## config.mk

```make
export PLATFORM = sky130hd
export DESIGN_NAME = gsef_back
export DESIGN_NICKNAME = d
export VERILOG_FILES = /design/src/rtl/gsef_pkg.sv /design/src/rtl/gsef_back.sv
export SDC_FILE = /design/constraint.sdc
export NUM_CORES = 1
export LEC_CHECK = 0
export BUFFER_PORTS_ARGS = -buffer_cell sky130_fd_sc_hd__buf_2
export CAP_MARGIN = 30
export CORE_MARGIN = 1.5
export CORE_UTILIZATION = 29
export CTS_BUF_LIST = sky130_fd_sc_hd__clkbuf_16
export CTS_CLUSTER_DIAMETER = 80
export DETAILED_ROUTE_END_ITERATION = 10
export HOLD_SLACK_MARGIN = 0.03
export MAX_ROUTING_LAYER = met4
export PLACE_DENSITY = 0.53
export SLEW_MARGIN = 20
export SYNTH_ARGS = -nofsm -noshare
export SYNTH_HDL_FRONTEND = slang
export SYNTH_SLANG_ARGS = --single-unit
```

## constraint.sdc

```tcl
create_clock -name clk_i -period 7.9 [get_ports clk_i]
set_input_delay 1.58 -clock clk_i [delete_from_list [all_inputs] [get_ports clk_i]]
set_output_delay 1.58 -clock clk_i [all_outputs]
set_load 0.01 [all_outputs]
```

## src/rtl/gsef_pkg.sv

```systemverilog
// Shared types and constants of the grayscale Sobel edge filter.
package gsef_pkg;

  localparam int unsigned WidthRegW  = 12;
  localparam int unsigned HeightRegW = 16;
  localparam int unsigned CfgDataW   = 16;

  typedef enum logic {
    CfgWidth  = 1'b0,
    CfgHeight = 1'b1
  } cfg_idx_e;

  typedef struct packed {
    logic [7:0] red;
    logic [7:0] green;
    logic [7:0] blue;
  } pix_t;

  typedef struct packed {
    logic [10:0] out_column;
    logic [15:0] out_row;
    logic [7:0]  edge_value;
    logic        frame_done;
    logic        last_of_run;
  } res_t;

  // One classified pixel job handed from front to back.
  typedef struct packed {
    logic [7:0]  gray;
    logic [7:0]  top;
    logic [7:0]  mid;
    logic [10:0] col;
    logic [15:0] row;
    logic        emit_win;   // result for (r-1, c-1)
    logic        win_inner;  // that result is interior
    logic        emit_edge;  // result for (r-1, W-1)
    logic        emit_last;  // result for (r, c)
    logic        frame_end;
  } job_t;

  // floor(v/100) for v <= 25500, via reciprocal and one correction.
  function automatic logic [7:0] div100(input logic [14:0] v);
    logic [31:0] p;
    logic [8:0]  q;
    logic [15:0] rem;
    begin
      p = 32'(v) * 32'd41944;
      q = p[30:22];
      rem = 16'(v) - 16'(q) * 16'd100;
      if (rem >= 16'd100) q = q + 9'd1;
      div100 = q[7:0];
    end
  endfunction

endpackage

```

## src/rtl/gsef_back.sv

```systemverilog
// Back end: window, Sobel magnitude and result register.
module gsef_back (
  input  logic            clk_i,
  input  logic            rst_ni,
  input  logic            restart_i,
  input  logic            job_valid_i,
  input  gsef_pkg::job_t  job_i,
  output logic            job_ready_o,
  output logic            empty,
  input  logic            pop,
  output gsef_pkg::res_t  res_o
);
  import gsef_pkg::*;

  typedef enum logic [2:0] {
    StIdle, StSq, StSqrt, StEmit
  } state_e;

  state_e      state_q;
  job_t        job_q;
  logic [7:0]  win_q [6];
  logic [10:0] ax_q, ay_q;
  logic [21:0] sq_x_q, sq_y_q;
  logic [16:0] rem_q;
  logic [8:0]  res_q;
  logic [3:0]  it_q;
  logic [7:0]  mag_q;
  logic [1:0]  slot_q;
  res_t        out_q;
  logic        out_valid_q;

  logic signed [11:0] gx, gy;
  always_comb begin
    gx = 12'(job_i.top) + 12'(job_i.mid) * 12'sd2 + 12'(job_i.gray)
       - 12'(win_q[0]) - 12'(win_q[1]) * 12'sd2 - 12'(win_q[2]);
    gy = 12'(win_q[0]) + 12'(win_q[3]) * 12'sd2 + 12'(job_i.top)
       - 12'(win_q[2]) - 12'(win_q[5]) * 12'sd2 - 12'(job_i.gray);
  end

  logic [22:0] ssum;
  assign ssum = 23'(sq_x_q) + 23'(sq_y_q);

  logic [15:0] sval;

  assign job_ready_o = (state_q == StIdle);
  assign empty = !out_valid_q;
  assign res_o = out_q;

  logic       want [3];
  logic       more_after [3];
  always_comb begin
    want[0] = job_q.emit_win;
    want[1] = job_q.emit_edge;
    want[2] = job_q.emit_last;
    more_after[0] = job_q.emit_edge || job_q.emit_last;
    more_after[1] = job_q.emit_last;
    more_after[2] = 1'b0;
  end

  logic take, emit_now;
  assign take     = (state_q == StIdle) && job_valid_i;
  assign emit_now = (state_q == StEmit) && want[slot_q] && (!out_valid_q || pop);

  assign sval = ssum[15:0];

  always_ff @(posedge clk_i or negedge rst_ni) begin
    if (!rst_ni) begin
      state_q <= StIdle;
      out_valid_q <= 1'b0;
      slot_q <= '0;
      for (int i = 0; i < 6; i++) win_q[i] <= '0;
    end else begin
      if (pop && out_valid_q && !emit_now) out_valid_q <= 1'b0;
      if (restart_i && !take) for (int i = 0; i < 6; i++) win_q[i] <= '0;
      case (state_q)
        StIdle: begin
          if (job_valid_i) begin
            job_q <= job_i;
            ax_q  <= gx[11] ? 11'(-gx) : 11'(gx);
            ay_q  <= gy[11] ? 11'(-gy) : 11'(gy);
            mag_q <= win_q[4];
            win_q[0] <= win_q[3];
            win_q[1] <= win_q[4];
            win_q[2] <= win_q[5];
            win_q[3] <= job_i.top;
            win_q[4] <= job_i.mid;
            win_q[5] <= job_i.gray;
            slot_q <= '0;
            state_q <= (job_i.emit_win && job_i.win_inner) ? StSq : StEmit;
          end
        end
        StSq: begin
          sq_x_q <= 22'(ax_q) * 22'(ax_q);
          sq_y_q <= 22'(ay_q) * 22'(ay_q);
          it_q   <= 4'd0;
          rem_q  <= '0;
          res_q  <= '0;
          state_q <= StSqrt;
        end
        StSqrt: begin
          if (ssum >= 23'd65536) begin
            mag_q <= 8'd255;
            state_q <= StEmit;
          end else begin
            // Bitwise restoring root: bring down two bits per step.
            logic [17:0] r2;
            logic [17:0] t;
            r2 = {rem_q[15:0], sval[15 - 2*it_q[2:0] -: 2]};
            t  = {7'd0, res_q[8:0], 2'b01};
            if (r2 >= t) begin
              rem_q <= 17'(r2 - t);
              res_q <= {res_q[7:0], 1'b1};
            end else begin
              rem_q <= r2[16:0];
              res_q <= {res_q[7:0], 1'b0};
            end
            it_q <= it_q + 4'd1;
            if (it_q == 4'd8) begin
              mag_q <= res_q[7:0];
              state_q <= StEmit;
            end
          end
        end
        StEmit: begin
          if (!want[slot_q]) begin
            if (slot_q == 2'd2) state_q <= StIdle;
            else slot_q <= slot_q + 2'd1;
          end else if (emit_now) begin
            out_valid_q <= 1'b1;
            out_q.out_column <= (slot_q == 2'd0) ? job_q.col - 11'd1 : job_q.col;
            out_q.out_row <= (slot_q == 2'd2) ? job_q.row : job_q.row - 16'd1;
            out_q.edge_value <= (slot_q == 2'd0) ? mag_q :
                                (slot_q == 2'd1) ? job_q.mid : job_q.gray;
            out_q.last_of_run <= !more_after[slot_q];
            out_q.frame_done <= !more_after[slot_q] && job_q.frame_end;
            if (slot_q == 2'd2) state_q <= StIdle;
            else slot_q <= slot_q + 2'd1;
          end
        end
        default: state_q <= StIdle;
      endcase
    end
  end

  assert property (@(posedge clk_i) disable iff (!rst_ni)
    (out_valid_q && !pop) |=> out_valid_q)
    else $error("result lost while stalled");
  assert property (@(posedge clk_i) disable iff (!rst_ni)
    (state_q == StSqrt) |-> (it_q <= 4'd8))
    else $error("root ran too long");
  assert property (@(posedge clk_i) disable iff (!rst_ni)
    (out_valid_q && out_q.frame_done) |-> out_q.last_of_run)
    else $error("frame end not last of run");

endmodule

```

=== Word level (Yosys, flattened, before mapping) ===
Cells that the tools add are included.
Widths: inputs -> output; s select.

* Register bits: 241
* Input bits: 61
* Output and inout bits: 39
* Word-level logic and storage cells: 136

* Add/sub/neg operators: 19
* Multiply operators: 2
* $lt $le $gt $ge: 3
* Equality and inequality tests: 10
* Shifts and indexed selects: 1
* Multiplexer cells: 44
* Bitwise operators: 1
* Reductions and logical operators: 26

{| class="wikitable"
|+ Operators by type and width
! cell !! number
|-
| $mux 48 || 3
|-
| $mux 16 || 3
|-
| $mul 11x11->22 || 2
|-
| $mux 8 || 5
|-
| $mux 11 || 3
|-
| $shiftx 17x33->2 || 1
|-
| $pmux 16 s2 || 1
|-
| $sub 11x8->12 || 2
|-
| $sub 12x8->12 || 2
|-
| $sub 12x9->12 || 2
|-
| $add 22x22->23 || 1
|-
| $ge 23x17->1 const B || 1
|-
| $add 10x8->11 || 2
|-
| $neg 11->11 || 2
|-
| $add 8x9->10 || 2
|-
| $ge 18x11->1 || 1
|-
| $mux 3 || 6
|-
| $pmux 9 s2 || 1
|-
| $pmux 8 s2 || 1
|-
| $sub 16x1->16 const B || 1
|-
| $sub 16x11->16 || 1
|-
| $pmux 3 s4 || 1
|-
| $reduce_and 3->1 || 4
|-
| $sub 11x1->11 const B || 1
|-
| 27 further kinds || 57
|}

=== Longest topological paths before layout ===
* Depth after elaboration: 12
* Gate-level depth with buffers: 23
* Depth with buffers taken out: 22

=== Least setup slack after synthesis ===
OpenSTA, ideal clock, no wires.

* Path kind: register to register
* Start: register ax_q[2]
* End: register sq_x_q[20], data pin
* Library setup time: 0.258 ns
* Arrival: 5.301 ns
* Required time: 7.642 ns
* Setup slack: 2.341 ns
* Stages on the path, launching flop included: 22
* Buffers on the path: 1
* Period minus slack after synthesis: 5.559 ns
* Path through: edfxtp_1 -> clkbuf_1 -> nand2_1 -> fa_1 -> inv_1 -> fa_1 -> inv_1 -> fa_1 -> inv_1 -> fa_1 -> inv_1 -> fa_1 -> inv_1 -> ha_1 -> o41ai_2 -> o21ai_1 -> o41a_1 -> a41o_1 -> o21ai_1 -> nand2b_1 -> a21oi_1 -> xnor2_1

* Cells in the longest elaborated chain, start to end: 1

{| class="wikitable"
|+ Ends and longest elaborated chain
! item !! RTL line !! RTL
|-
| from (decl) || gsef_back.sv:22 || <nowiki>logic [10:0] ax_q, ay_q;</nowiki>
|-
| from (signal assigned) || gsef_back.sv:79 || <nowiki>ax_q <= gx[11] ? 11'(-gx) : 11'(gx);</nowiki>
|-
| $mul 11x11->22 || gsef_back.sv:93 || <nowiki>sq_x_q <= 22'(ax_q) * 22'(ax_q);</nowiki>
|-
| to (signal assigned) || gsef_back.sv:93 ||
|-
| to (decl) || gsef_back.sv:23 || <nowiki>logic [21:0] sq_x_q, sq_y_q;</nowiki>
|}

Every way passes these cells.
A chain may end at the register's enable or synchronous reset.

=== Final worst setup path ===
* Start: register ax_q[10]
* End: register sq_x_q[19], data pin

The elaborated chain is that of the path after synthesis.

==> impl_metrics.csv <==
group,metric,value,unit
yosys,syn_inst,1938,
worst_setup_path,critical_path.endpoint,"sq_x_q[19]",
cells_and_area,fillCellCount,6892,
floorplanning,die_w,265,µm
routing,routed_via_density,4.50,
timing,finalMaxSlewViolations,0,
timing,finalHoldViolCount,0,
routing,drcViolationCount,0,
floorplanning,ios,100,
worst_setup_path,reg2reg_from,"ax_q[10]",
placement,hpwl,33300,µm
routing,vias,13157,
worst_setup_path,cp_slowest_stage_delay,0.60,ns
worst_setup_path,crit_chain,"and2_1 > inv_1 > fa_1 > fa_1 > inv_1 > fa_1 > fa_1 > inv_1 > fa_1 > inv_1 > ha_1 > o41ai_2 > o21ai_1 > o311a_1 > nor2_1 > nor2b_1 > o21ai_1 > nor2b_1 > xnor2_1",
global_route,grt_pass1_vias,13914,
cells_and_area,layout.nets,2448,
cells_and_area,area_delta_synth_final,12.3,%
clock_tree,post_cts_buffers,0,
clock_tree,cts_buffers,29,
worst_hold_path,min_path_type,"flop to flop",
routing,post_drt_wl_per_cell,14.4,µm
worst_setup_path,worst-path-max-fanout,11,
yosys,synth-xor-area-share,0.0518,
global_route,grt_antenna_before_repair,2,
clock_tree,clockBufferDepth,3,
yosys,synth_compound_area_frac,0.0898,
routing,totalWireLength,42300,µm
timing,min_period_over_period,0.755,
placement,gp_congestion,0.812,
routing,ant_nets,0,
floorplanning,coreArea,68300,µm²
cells_and_area,drive_above_1_share,0.0866,
timing,setup_viol,0,
worst_setup_path,crit_path_start,"ax_q[10]",
cells_and_area,mostFrequentLayoutCell,"inv_1",
global_route,grt_max_degree,98,
yosys,synthArstFlopShare,0.223,
yosys,syn-cell-area,20000,µm²
timing,fin_skew,0.0212,ns
clock_tree,cts.sink_count,238,
clock_tree,clk_latency,0.59,ns
yosys,ys.flop_type,"edfxtp_1",
routing,drtPass1Iterations,5,
global_route,grtUsageTotal,0.128,
yosys,synthTopCellsByArea,"edfxtp_1 28%, fa_1 19%, ha_1 11%",
global_route,grt_pass1_wl,71200,µm
yosys,yosysUniqueCellTypes,72,
timing,rsz0062_at_grt,"no",
yosys,synth_edf_count,185,
worst_setup_path,crit_top_cell,"fa_1",
yosys,yosys.area.top_type,"edfxtp_1",
yosys,ys_ff_latch,238,
floorplanning,die_h,265,µm
run_status,status,"completed",
timing,timing.fmax,168,MHz
clock_tree,root_buffer,"clkbuf_16",
worst_setup_path,path_class,"flop to flop",
worst_setup_path,critPathSlowestCell,"edfxtp_1",
yosys,synthSimpleGateAreaFrac,0.119,
timing,slew_headroom,0.387,
global_route,overflow,0,
timing,worst_slew_pin_slew,0.919,ns
worst_setup_path,critical_path_required,8.22,ns
worst_setup_path,crit_path_start_kind,"flop",
clock_tree,hold_buffers,0,
floorplanning,die_area,70400,µm²
clock_tree,cts_resized,0,
yosys,ys_warn_count,0,
floorplanning,rows,96,
yosys,ys_seq_area_frac,0.345,
clock_tree,clk_pin_slew,0.06,ns
yosys,syn_nets,2366,
yosys,synth_top_family_by_area,"adder cells",
cells_and_area,final_cell_mix,"389 x inv_1, 190 x fa_1, 185 x edfxtp_1, 177 x ha_1, 176 x nand2_1",
worst_setup_path,r2r_end,"sq_x_q[19]",
floorplanning,initial_core_util,0.292,
yosys,synth_top_area_frac,0.278,
clock_tree,cts_max_level,1,
yosys,synth_area_per_cell,10.3,µm²
clock_tree,cts_tree,"yes",
routing,drt_iter0_markers,555,
yosys,muxShareOfSynthArea,0.0103,
placement,port_buffers,99,
worst_setup_path,reg2reg_setup_slack,1.93,ns
worst_setup_path,endpoint_kind,"flop",
yosys,synthAdderAreaFrac,0.301,
flow_run,cap_viol_max_count,0,
worst_setup_path,critPathArrivalTime,6.29,ns
timing,post-route-min-period,5.97,ns
timing,fin_tns_setup,0,ns
worst_setup_path,worstRegToRegCells,19,
synth_stat cells (7+ instances only):
cell type / instances
nand2_1: 176
nor2b_1: 17
a21o_1: 22
fa_1: 190
clkbuf_1: 50
nand3_1: 20
and3_1: 17
o21ai_1: 16
a31oi_1: 7
a21oi_1: 67
mux2i_1: 16
and2_1: 66
nor3_1: 26
o21ai_0: 51
inv_1: 382
nor4_1: 9
xor2_1: 32
nand2b_1: 33
o21a_1: 10
o31ai_1: 33
nor2_1: 93
ha_1: 177
xnor2_1: 86
dfrtp_1: 53
edfxtp_1: 185
logic make-up after synthesis:
logic type	after synthesis
and+or+nand+nor	490
buffers and inverters	439
adders and majority gates	367
AOI/OAI and AO/OA	266
DFF	238
xor gates and xnor gates	118
muxes	20
cell type report:
cell class	count	area, µm²	share of cell area
multi-input combinational	1261	11400	0.511
sequential	238	6880	0.307
inverter	383	1440	0.0641
tap	882	1100	0.0492
clock buffer	29	726	0.0324
timing repair buffer	107	596	0.0266
clock inverter	25	220	0.00983
antenna	2	5.00	0.000223
how the worst min path moves through the flow:
stage,start,depth (start not counted),end,slack (ns)
2_1_floorplan,win_q[1],2,win_q[25],0.45
3_3_place_gp,win_q[18],2,win_q[42],0.45
3_5_place_dp,win_q[4],2,win_q[28],0.47
4_1_cts,win_q[17],2,win_q[41],0.48
5_1_grt,win_q[7],2,win_q[31],0.50
6_report,win_q[17],2,win_q[41],0.48
worst max-delay path: cells and delay by family (launching register included):
| kind | cells | cell delay [ns] |
|---|---|---|
| fa+ha+maj | 6 | 2.87 |
| compound gates | 4 | 1.26 |
| simple gates | 4 | 0.67 |
| flops | 1 | 0.60 |
| buf+inv | 4 | 0.22 |
| xor+xnor | 1 | 0.08 |
sequential cells by signal (all words and copies together), names as in the netlist:
register	count
job_q	47
out_valid_q	1
ay_q	11
res_o	37
res_q	9
mag_q	8
win_q	48
rem_q	16
sq_x_q	21
it_q	4
ax_q	11
slot_q	2
state_q	2
sq_y_q	21
layer usage:
| layer | share of wire | wire length [µm] | GRT usage |
|---|---|---|---|
| met3 | 0.029 | 1240 | 0.0125 |
| met1 | 0.45 | 18900 | 0.158 |
| met4 | 0.017 | 739 | 0.0309 |
| met5 | 0 | 0 | - |
| met2 | 0.51 | 21400 | 0.225 |
per-stage QoR:
step                      hold slack [ns]  setup WS (ns)  instance area (µm²)  utilization  std cells
final                               0.478           1.93                22400        0.328       2927
after global routing                0.502           1.58                22400        0.328       2927
after CTS                           0.480           1.91                22400        0.327       2924
after detailed placement            0.466           1.91                21400        0.314       2870
after global placement              0.455           1.95                21400        0.313       2869
after floorplan                     0.449           2.34                20000            -       1938
Power is not shown: default switching activity piles up to over one toggle a cycle in this logic, so the estimate is an artifact.
